## src/deq_pkg.sv

```systemverilog
// ----------------------------------------------------------------------------
// deq_pkg
// Shared types and constants for the double-ended queue core.
// ----------------------------------------------------------------------------
package deq_pkg;

    localparam int DEQ_DEPTH = 16;
    localparam int DATA_W    = 32;
    localparam int OP_W      = 3;
    localparam int STATUS_W  = 2;

    // Operation codes carried on the request channel
    localparam logic [OP_W-1:0] OP_PUSH_FRONT = 3'd0;
    localparam logic [OP_W-1:0] OP_PUSH_BACK  = 3'd1;
    localparam logic [OP_W-1:0] OP_POP_FRONT  = 3'd2;
    localparam logic [OP_W-1:0] OP_POP_BACK   = 3'd3;
    localparam logic [OP_W-1:0] OP_DUMP       = 3'd4;

    typedef enum logic [STATUS_W-1:0] {
        ST_OK        = 2'd0,
        ST_UNDERFLOW = 2'd1,
        ST_OVERFLOW  = 2'd2
    } t_status;

    typedef enum logic [1:0] {
        S_IDLE,
        S_EXEC,
        S_DREAD,
        S_EMIT
    } t_state;

endpackage

```

## src/deq_ram.sv

```systemverilog
// ----------------------------------------------------------------------------
// deq_ram
// Generic single-write, single-read RAM with a registered read port.
// ----------------------------------------------------------------------------
module deq_ram #(
    parameter int WIDTH = 32,
    parameter int DEPTH = 16
) (
    input  logic                     i_clk,
    input  logic                     i_wr_en,
    input  logic [$clog2(DEPTH)-1:0] i_wr_addr,
    input  logic [WIDTH-1:0]         i_wr_data,
    input  logic                     i_rd_en,
    input  logic [$clog2(DEPTH)-1:0] i_rd_addr,
    output logic [WIDTH-1:0]         o_rd_data
);

    logic [WIDTH-1:0] r_mem [DEPTH];
    logic [WIDTH-1:0] r_rd_data;

    always_ff @(posedge i_clk) begin
        if (i_wr_en) begin
            r_mem[i_wr_addr] <= i_wr_data;
        end
        if (i_rd_en) begin
            r_rd_data <= r_mem[i_rd_addr];
        end
    end

    assign o_rd_data = r_rd_data;

endmodule

```

## src/double_ended_queue_core.sv

```systemverilog
// ----------------------------------------------------------------------------
// double_ended_queue_core
// Bounded double-ended queue held in a ring RAM with a front pointer and a
// count. Push/pop at either end, plus a dump that lists every entry.
// ----------------------------------------------------------------------------
//
//  Channel   Direction  Handshake                 Payload
//  --------  ---------  ------------------------  -------------------------------
//  request   in         i_in_valid / o_in_stall   i_operation, i_value
//  result    out        o_out_valid / i_out_stall o_result_value, o_status, o_last
//
//  A push or pop request passes through accept, ring access and emit steps
//  on its way to the result register. A dump passes through accept and exec,
//  then takes each stored entry in turn through a RAM read step and an emit
//  step. All slot arithmetic goes through one modulo-DEPTH adder; the RAM
//  read latency sets the per-entry dump cost.
//  Reset (synchronous, active low) empties the queue; RAM contents are left
//  as they are. A stalled result register holds the sequencer in its emit
//  step; the next request is taken as soon as the sequencer is idle, even
//  while the last result still waits.
//
module double_ended_queue_core #(
    parameter int DEPTH = deq_pkg::DEQ_DEPTH
) (
    input  logic                          i_clk,
    input  logic                          i_rst_n,

    input  logic                          i_in_valid,
    output logic                          o_in_stall,
    input  logic [deq_pkg::OP_W-1:0]      i_operation,
    input  logic signed [deq_pkg::DATA_W-1:0] i_value,

    output logic                          o_out_valid,
    input  logic                          i_out_stall,
    output logic signed [deq_pkg::DATA_W-1:0] o_result_value,
    output logic [deq_pkg::STATUS_W-1:0]  o_status,
    output logic                          o_last
);

    import deq_pkg::*;

    localparam int AW = $clog2(DEPTH);      // ring slot width
    localparam int CW = $clog2(DEPTH + 1);  // count width, holds DEPTH itself

    localparam logic [AW:0]   DEPTH_SUM = (AW + 1)'(DEPTH);
    localparam logic [AW-1:0] LAST_OFS  = AW'(DEPTH - 1);
    localparam logic [CW-1:0] FULL_CNT  = CW'(DEPTH);

    // Sequencer state
    t_state              r_state, n_state;
    logic [OP_W-1:0]     r_op, n_op;
    logic [DATA_W-1:0]   r_value, n_value;
    logic [AW-1:0]       r_front, n_front;
    logic [CW-1:0]       r_count, n_count;
    logic [AW-1:0]       r_idx, n_idx;

    // Pending result descriptor, turned into an output in the emit step
    logic                r_res_mem, n_res_mem;
    t_status             r_res_status, n_res_status;
    logic                r_res_last, n_res_last;

    // Result register
    logic                r_out_valid, n_out_valid;
    logic [DATA_W-1:0]   r_out_value, n_out_value;
    t_status             r_out_status, n_out_status;
    logic                r_out_last, n_out_last;

    // Shared slot unit: (front + offset) mod DEPTH
    logic [AW-1:0]       slot_ofs;
    logic [AW:0]         slot_sum;
    logic [AW:0]         slot_wrap;
    logic [AW-1:0]       slot_addr;

    // RAM port
    logic                ram_we;
    logic                ram_re;
    logic [AW-1:0]       ram_wa;
    logic [AW-1:0]       ram_ra;
    logic [DATA_W-1:0]   ram_rd;

    logic [CW-1:0]       cnt_m1;
    logic                out_free;
    logic                q_full;
    logic                q_empty;

    assign slot_sum  = {1'b0, r_front} + {1'b0, slot_ofs};
    assign slot_wrap = (slot_sum >= DEPTH_SUM) ? (slot_sum - DEPTH_SUM) : slot_sum;
    assign slot_addr = slot_wrap[AW-1:0];

    assign cnt_m1   = r_count - CW'(1);
    assign q_full   = (r_count == FULL_CNT);
    assign q_empty  = (r_count == '0);
    assign out_free = !r_out_valid || !i_out_stall;

    deq_ram #(
        .WIDTH (DATA_W),
        .DEPTH (DEPTH)
    ) u_ring (
        .i_clk     (i_clk),
        .i_wr_en   (ram_we),
        .i_wr_addr (ram_wa),
        .i_wr_data (r_value),
        .i_rd_en   (ram_re),
        .i_rd_addr (ram_ra),
        .o_rd_data (ram_rd)
    );

    always_ff @(posedge i_clk) begin
        if (!i_rst_n) begin
            r_state     <= S_IDLE;
            r_front     <= '0;
            r_count     <= '0;
            r_out_valid <= 1'b0;
        end else begin
            r_state     <= n_state;
            r_front     <= n_front;
            r_count     <= n_count;
            r_out_valid <= n_out_valid;
        end
        r_op         <= n_op;
        r_value      <= n_value;
        r_idx        <= n_idx;
        r_res_mem    <= n_res_mem;
        r_res_status <= n_res_status;
        r_res_last   <= n_res_last;
        r_out_value  <= n_out_value;
        r_out_status <= n_out_status;
        r_out_last   <= n_out_last;
    end

    always_comb begin
        n_state      = r_state;
        n_op         = r_op;
        n_value      = r_value;
        n_front      = r_front;
        n_count      = r_count;
        n_idx        = r_idx;
        n_res_mem    = r_res_mem;
        n_res_status = r_res_status;
        n_res_last   = r_res_last;
        // drop the result once the consumer takes it
        n_out_valid  = r_out_valid && i_out_stall;
        n_out_value  = r_out_value;
        n_out_status = r_out_status;
        n_out_last   = r_out_last;
        slot_ofs     = '0;
        ram_we       = 1'b0;
        ram_re       = 1'b0;
        ram_wa       = slot_addr;
        ram_ra       = slot_addr;

        unique case (r_state)
            S_IDLE: begin
                if (i_in_valid) begin
                    n_op    = i_operation;
                    n_value = i_value;
                    n_state = S_EXEC;
                end
            end

            S_EXEC: begin
                n_res_mem    = 1'b0;
                n_res_status = ST_OK;
                n_res_last   = 1'b1;
                n_state      = S_EMIT;
                case (r_op) inside
                    OP_PUSH_FRONT, OP_PUSH_BACK: begin
                        if (q_full) begin
                            n_res_status = ST_OVERFLOW;
                        end else begin
                            slot_ofs = (r_op == OP_PUSH_FRONT) ? LAST_OFS
                                                               : r_count[AW-1:0];
                            ram_we   = 1'b1;
                            if (r_op == OP_PUSH_FRONT) begin
                                n_front = slot_addr;
                            end
                            n_count = r_count + CW'(1);
                        end
                    end
                    OP_POP_FRONT, OP_POP_BACK: begin
                        if (q_empty) begin
                            n_res_status = ST_UNDERFLOW;
                        end else begin
                            ram_re    = 1'b1;
                            n_res_mem = 1'b1;
                            if (r_op == OP_POP_FRONT) begin
                                // read the front slot, advance front by one
                                ram_ra   = r_front;
                                slot_ofs = AW'(1);
                                n_front  = slot_addr;
                            end else begin
                                slot_ofs = cnt_m1[AW-1:0];
                            end
                            n_count = cnt_m1;
                        end
                    end
                    OP_DUMP: begin
                        n_idx   = '0;
                        n_state = q_empty ? S_IDLE : S_DREAD;
                    end
                    default: begin
                        n_state = S_IDLE;
                    end
                endcase
            end

            S_DREAD: begin
                slot_ofs     = r_idx;
                ram_re       = 1'b1;
                n_res_mem    = 1'b1;
                n_res_status = ST_OK;
                n_res_last   = ((CW'(r_idx) + CW'(1)) == r_count);
                n_state      = S_EMIT;
            end

            S_EMIT: begin
                // hold until the result register is free
                if (out_free) begin
                    n_out_valid  = 1'b1;
                    n_out_value  = r_res_mem ? ram_rd : '0;
                    n_out_status = r_res_status;
                    n_out_last   = r_res_last;
                    if (r_op == OP_DUMP && !r_res_last) begin
                        n_idx   = r_idx + AW'(1);
                        n_state = S_DREAD;
                    end else begin
                        n_state = S_IDLE;
                    end
                end
            end

            default: begin
                n_state = S_IDLE;
            end
        endcase
    end

    assign o_in_stall     = (r_state != S_IDLE);
    assign o_out_valid    = r_out_valid;
    assign o_result_value = r_out_value;
    assign o_status       = r_out_status;
    assign o_last         = r_out_last;

endmodule
```

## config.mk

```make
export PLATFORM = sky130hd
export DESIGN_NAME = double_ended_queue_core
export DESIGN_NICKNAME = d
export VERILOG_FILES = /design/src/deq_pkg.sv /design/src/deq_ram.sv /design/src/double_ended_queue_core.sv
export SDC_FILE = /design/constraint.sdc
export NUM_CORES = 1
export LEC_CHECK = 0
export ABC_AREA = 1
export BUFFER_PORTS_ARGS = -buffer_cell sky130_fd_sc_hd__buf_2
export CORE_ASPECT_RATIO = 1.25
export CORE_MARGIN = 2
export CORE_UTILIZATION = 35
export CTS_BUF_LIST = sky130_fd_sc_hd__clkbuf_8
export DETAILED_ROUTE_END_ITERATION = 8
export SLEW_MARGIN = 20
export SYNTH_ARGS = -nofsm -noshare
export SYNTH_HDL_FRONTEND = slang
export SYNTH_SLANG_ARGS = --single-unit
```

## constraint.sdc

```tcl
create_clock -name i_clk -period 6.35 [get_ports i_clk]
set_input_delay 0.635 -clock i_clk [delete_from_list [all_inputs] [get_ports i_clk]]
set_output_delay 0.635 -clock i_clk [all_outputs]
set_load 0.01 [all_outputs]
```

# Word-level counts from Yosys, hierarchy flattened
# Memory sizes are Yosys's and may differ from the RTL's. A register that Yosys moved wholly into a read port is not among the register bits.
# Index checks and enable logic that the tools add are counted.
dict set report op_classes {
  n_bitwise 0
  n_eq_ne 18
  add_sub_neg 6
  n_mul 0
  order_cmp 1
  shifts 0
  reduce_logical 22
  div 0
  muxes 55
}
# cell count
set ops {}
lappend ops {{2-to-1 mux 4 bit} 23}
lappend ops {{2-to-1 mux 5 bit} 4}
lappend ops {{2-to-1 mux 2 bit} 9}
lappend ops {{inequality test 2 bit, second input constant} 8}
lappend ops {{case mux 4 bit (2 select lines)} 2}
lappend ops {{2-to-1 mux 1 bit} 12}
lappend ops {{AND reduction 6 bit} 2}
lappend ops {{nonzero test 2 bit} 5}
lappend ops {{case mux 2 bit (4 select lines)} 1}
lappend ops {{== test 3 x 2 -> 1 bit, second input constant} 2}
lappend ops {{case mux 1 bit (2 select lines)} 3}
lappend ops {{AND reduction 2 bit} 3}
lappend ops {{adder 4 x 1 -> 5 bit, second input constant} 1}
lappend ops {{adder 4 x 4 -> 5 bit} 1}
lappend ops {{adder 5 x 1 -> 5 bit, second input constant} 1}
lappend ops {{== test 5 bit} 1}
lappend ops {{== test 5 bit, second input constant} 1}
lappend ops {{greater-or-equal comparator 5 bit, second input constant} 1}
lappend ops {{zero test 5 bit} 1}
lappend ops {{subtractor 5 x 1 -> 5 bit, second input constant} 1}
lappend ops {{adder 4 x 1 -> 4 bit, second input constant} 1}
lappend ops {{== test 2 bit, second input constant} 2}
lappend ops {{case mux 2 bit (2 select lines)} 1}
lappend ops {{AND reduction 4 bit} 1}
lappend ops {{other kinds (11)} 15}
dict set report word_totals {
  mem_bits_rw 512
  reg_bits 90
  mem_count 1
  rom_bits 0
  output_inout_bits 37
  elab_cells 116
  inputBits 39
  latchBits 0
}
# name words width read_ports rd_clocked_by_memory_dff write_ports line
set memory_table {}
lappend memory_table {u_ring.r_mem 16 32 1 1 1 deq_ram.sv:18} ;# logic [WIDTH-1:0] r_mem [DEPTH];

# Depth between registers and ports, before layout
dict set report logic_depth {
  depth_word 14
  mapped_depth 20
  ltp_nobuf 18
}

# Cells and area by module
# A second synthesis with hierarchy kept.
dict set report hier_totals {
  cells_unflattened 2468
  hier_area_um2 26960.9
}
# module area_per_inst_um2 seq_area_each_um2 n_inst cells_per_inst
set by_module_without_submodules {}
lappend by_module_without_submodules {deq_ram 23058.4 16335.7 1 2121}
lappend by_module_without_submodules {double_ended_queue_core 3902.5 2582.5 1 347}

# Least setup slack after synthesis
# Ideal clock, no wire load.
dict set report synth_path {
  path_kind {register -> register}
  from {register r_count[0]}
  to {memory u_ring.r_mem[10][0] (enable)}
  path_stages_with_launch 18
  n_path_buf 1
  arrival_ns 4.730
  synth_period_minus_slack_ns 5.191
  slack_ns 1.159
  t_required_ns 5.889
  setup_time_ns 0.461
  path_cell_list {dfxtp_1 > inv_1 > ha_1 > nand3_4 > nand2_1 > o32ai_1 > nand2_1 > a21oi_1 > ha_1 > nand3_1 > nand2_1 > or2_2 > nand2_1 > inv_1 > nand3_1 > nand2_1 > buf_2 > nor3_1}
}
dict set report synth_via {
  elab_chain_cells 9
  elab_cells_between_ends 19
  cone_classes {3 x add/sub; 1 x order compare; 1 x eq/ne; 13 x mux; 1 x reduce/logical}
}
# element line
set synth_rtl {}
lappend synth_rtl {{start: declaration} double_ended_queue_core.sv:54} ;# logic [CW-1:0] r_count, n_count;
lappend synth_rtl {{start signal: assignment} double_ended_queue_core.sv:117} ;# r_count <= n_count;
lappend synth_rtl {{subtractor 5 x 1 -> 5 bit} double_ended_queue_core.sv:90} ;# assign cnt_m1 = r_count - CW'(1);
lappend synth_rtl {{2-to-1 mux 4 bit} double_ended_queue_core.sv:186} ;# if (r_op == OP_POP_FRONT) begin
lappend synth_rtl {{2-to-1 mux 4 bit} double_ended_queue_core.sv:181} ;# if (q_empty) begin
lappend synth_rtl {{2-to-1 mux 4 bit (2 in a row)} double_ended_queue_core.sv:166} ;# case (r_op) inside
lappend synth_rtl {{case mux 4 bit (2 select lines)} double_ended_queue_core.sv:152} ;# unique case (r_state)
lappend synth_rtl {{adder 4 x 4 -> 5 bit} double_ended_queue_core.sv:86} ;# assign slot_sum = {1'b0, r_front} + {1'b0, slot_ofs};
lappend synth_rtl {{subtractor 4 x 1 -> 4 bit or greater-or-equal comparator 5 bit (tied branches)} double_ended_queue_core.sv:87} ;# assign slot_wrap = (slot_sum >= DEPTH_SUM) ? (slot_sum - DEPTH_SUM) : slot_sum;
lappend synth_rtl {{2-to-1 mux 4 bit} double_ended_queue_core.sv:87}
lappend synth_rtl {{end: declaration} deq_ram.sv:18}
# Parallel ways exist; a longest one is shown, timed or not.

# Final worst setup path
dict set report layout_path {
  from {register r_count[0]}
  to {register u_ring.r_rd_data[7] (netlist: u_ring.o_rd_data[7]) (read register of u_ring.r_mem) (data pin)}
}
dict set report layout_via {
  elab_chain_cells 14
  elab_cells_between_ends 23
  cone_classes {3 x add/sub; 1 x order compare; 1 x eq/ne; 17 x mux; 1 x reduce/logical}
}
# element line
set layout_rtl {}
lappend layout_rtl {{subtractor 5 x 1 -> 5 bit} double_ended_queue_core.sv:90}
lappend layout_rtl {{2-to-1 mux 4 bit} double_ended_queue_core.sv:186}
lappend layout_rtl {{2-to-1 mux 4 bit} double_ended_queue_core.sv:181}
lappend layout_rtl {{2-to-1 mux 4 bit (2 in a row)} double_ended_queue_core.sv:166}
lappend layout_rtl {{case mux 4 bit (2 select lines)} double_ended_queue_core.sv:152}
lappend layout_rtl {{adder 4 x 4 -> 5 bit} double_ended_queue_core.sv:86}
lappend layout_rtl {{subtractor 4 x 1 -> 4 bit or greater-or-equal comparator 5 bit (tied branches)} double_ended_queue_core.sv:87}
lappend layout_rtl {{2-to-1 mux 4 bit} double_ended_queue_core.sv:87}
lappend layout_rtl {{2-to-1 mux 4 bit} double_ended_queue_core.sv:186}
lappend layout_rtl {{2-to-1 mux 4 bit} double_ended_queue_core.sv:181}
lappend layout_rtl {{2-to-1 mux 4 bit (2 in a row)} double_ended_queue_core.sv:166}
lappend layout_rtl {{2-to-1 mux 4 bit} double_ended_queue_core.sv:152}
lappend layout_rtl {{end: declaration} deq_ram.sv:19} ;# logic [WIDTH-1:0] r_rd_data;
# Parallel ways exist; a longest one is shown, timed or not.
# A chain may end at the register's enable or synchronous reset.

==> flow_summary_export.csv <==
group,metric,value,unit
global_routing,grt_first_pass_wirelength,105000,um
global_routing,grtUsageTotal,0.167,
place,preCtsSetupSlack,1.62,ns
final_layout,fin_nets,2785,
global_routing,grt_antenna_before_repair,2,
worst_setup_path,crit_arrival,5.29,ns
detailed_routing,vias_per_cell,4.67,
worst_setup_path,crit_fanout,22,
logic_synthesis,synthAdderAreaFrac,0.00615,
sta,fin_setup_tns,0,ns
final_layout,layout_common_cells,"nand2_1, edfxtp_1, inv_1",
sta,setup_ws,1.61,ns
floorplanning,die_w,256,um
logic_synthesis,async_flop_share,0,
worst_setup_path,cp.buffers_inverters,6,
logic_synthesis,yosysWarnings,0,
sta,hold_violations,0,
floorplanning,ios,76,
cts,cts_setup_buffers,0,
worst_setup_path,cp_common_cell,"nand2_1",
worst_setup_path,path_cells,"inv_1 -> ha_1 -> nand3_1 -> nor2_1 -> inv_1 -> o2111ai_1 -> a21oi_1 -> ha_1 -> fa_1 -> xnor2_1 -> inv_1 -> nand2_1 -> nand2_2 -> buf_4 -> inv_2 -> buf_4 -> nand2_1 -> nand2_1 -> nand3_1 -> nand2_1",
cts,cts_buffer_depth,3,
power_and_ir_drop,power_leakage,0.0133,uW
floorplanning,die_area,81400,um2
floorplanning,initial_utilization,0.352,
power_and_ir_drop,peakVddDrop,0.174,mV
detailed_routing,drtIter0Drc,1190,
sta,fin_crit,4.74,ns
worst_setup_path,endpoint_kind,"flop",
global_routing,met2_usage,0.291,
global_routing,busiest_layer,"met2",
worst_setup_path,slowest_stage,"xnor2_1",
sta,skew,0.0345,ns
detailed_routing,drtPass1Iterations,5,
sta,period_share,0.747,
cts,h-tree-depth,3,
detailed_routing,drc,0,
cts,numCtsBuffers,99,
logic_synthesis,yosys.cell_types.count,37,
cts,cts_tree,"yes",
sta,grt_setup_unrepaired,"false",
worst_setup_path,r2r_start,"r_count[0]",
global_routing,gr-total-overflow,0,
cts,cts_sinks,634,
power_and_ir_drop,p_per_area,309,nW/um2
place,gp_congestion,0.851,
logic_synthesis,synthXorXnorAreaFrac,0.00316,
logic_synthesis,syn-mean-instance-area,10.5,um2
sta,hold_slack,0.106,ns
sta,worst_pin_slew,1.02,ns
run_status,status,"complete, no violations",
final_layout,final_common_cell,"nand2_1",
logic_synthesis,synthSimpleGateAreaFrac,0.205,
worst_setup_path,crit_required,6.90,ns
detailed_routing,ant_nets,0,
global_routing,grt_pass1_vias,17800,
logic_synthesis,synth_compound_area_frac,0.0148,
cts,cts_resized,0,
final_layout,seq_area,18900,um2
worst_setup_path,path_class,"reg2reg",
logic_synthesis,syn_inst,2640,
final_layout,final_util,0.397,
logic_synthesis,synth_top_family_by_area,"simple AND/OR/NAND/NOR gates",
final_layout,drive_above_1_share,0.103,
place,io_buffers,75,
worst_setup_path,crit_family,"buffers and inverters",
global_routing,met3_usage,0.0258,
detailed_routing,num_vias,18000,
global_routing,grt_max_degree,127,
run,max_cap_viol_count,0,
cts,hold_buffers,0,
sta,maxSlewHeadroom,0.320,
final_layout,syn_to_final_growth,12.6,%
place,hpwl,38300,um
global_routing,grt.met1_usage,0.210,
logic_synthesis,synth_nets,2692,
final_layout,nFillCells,7736,
worst_setup_path,max_stage_delay,0.61,ns
min_path,holdCritStartpoint,"i_value[15]",
worst_setup_path,start_kind,"flop",
logic_synthesis,synthMuxAreaShare,0,
detailed_routing,wire_per_inst,17.6,um
worst_setup_path,startpoint,"r_count[0]",
floorplanning,fp.dieH,318,um
sta,fmax,211,MHz
sta,setup_viol_count_final,0,
logic_synthesis,ys_ff_latch,634,
cts,cts-root-buf,"clkbuf_8",
floorplanning,coreArea,78600,um2
detailed_routing,wirelength,67900,um
logic_synthesis,synth_enable_flop_cells,622,
logic_synthesis,yosysSeqAreaShare,0.683,
cts,clk_pin_slew,0.06,ns
final_layout,multiInputGateArea,6510,um2
logic_synthesis,synth_area,27700,um2
logic_synthesis,ys.flop_type,"edfxtp_1",
sta,drv_slew,0,
min_path,hold_class,"in2reg",
cts,clock_latency,0.72,ns
floorplanning,num_rows,115,
==> worst reg2reg max path, stage by stage (launching register included) <==
cell and delay [ns]:
dfxtp_1 0.36, inv_1 0.18, ha_1 0.24, nand3_1 0.13
nor2_1 0.14, inv_1 0.11, o2111ai_1 0.12, a21oi_1 0.09
ha_1 0.22, fa_1 0.41, xnor2_1 0.61, inv_1 0.31
nand2_1 0.16, nand2_2 0.06, buf_4 0.21, inv_2 0.40
buf_4 0.41, nand2_1 0.13, nand2_1 0.07, nand3_1 0.10
nand2_1 0.15
==> path summary, 6_finish.rpt <==
check	end	slack [ns]	cells after the start
worst min register to register	o_status[1]	0.42	0
worst max-delay path	u_ring.o_rd_data[7]	1.61	20
worst min-delay path	r_value[15]	0.11	1
worst max register to register	u_ring.o_rd_data[7]	1.61	20
==> registers in the layout (all words and copies together) (netlist names), 3 cells and up <==
signal	cells
r_value	32
o_result_value	32
r_count	5
r_front	4
u_ring.r_mem	512
r_op	3
r_idx	4
u_ring.o_rd_data	32
==> layout make-up <==
type                       count  area share
clock buffer                 101      0.0446
tap                         1053      0.0423
timing repair buffer         122      0.0243
multi-input combinational   1396       0.209
inverter                     480      0.0578
sequential                   634       0.607
clock inverter                76      0.0148
antenna                        1   0.0000803
==> synth_stat cells (all sizes together) (18+ instances only) <==
master  instances  area share
nand3         372       0.068
clkbuf         30      0.0041
buf           100       0.018
inv           480       0.065
a21oi          18      0.0033
nand3b         64       0.017
nor2           59      0.0089
nand2         785        0.11
o21ai          48      0.0087
edfxtp        622        0.67
==> kinds of logic after synthesis <==
family,Yosys count
simple gates,1297
flops,634
xor+xnor,10
compound gates,76
buf+inv,610
fa+ha+maj,13
==> per-layer routing <==
| layer | vias up | wire length (um) |
|---|---|---|
| met5 | - | 13 |
| met4 | 2 | 1650 |
| met3 | 113 | 4000 |
| met2 | 567 | 33400 |
| met1 | 8571 | 28900 |
| li1 | 8769 | - |
==> report_power, final <==
part           switching, uW  internal (uW)  leakage, uW  total, uW
Combinational            987            403      0.00656       1390
Sequential               152           4810      0.00572       4960
Clock                   1630           1650      0.00103       3280
Total                   2760           6860       0.0133       9630
==> metrics by stage <==
| step | instances | instance area (um2) | total power, uW |
|---|---|---|---|
| after global routing | 3863 | 31200 | 10100 |
| after detailed placement | 3685 | 29300 | 6450 |
| final | 3863 | 31200 | 9630 |
| after floorplan | 2640 | 27700 | 5970 |
| after CTS | 3862 | 31200 | 9740 |
| after global placement | 3685 | 29300 | 6440 |
(Power assumes the default switching activity.)
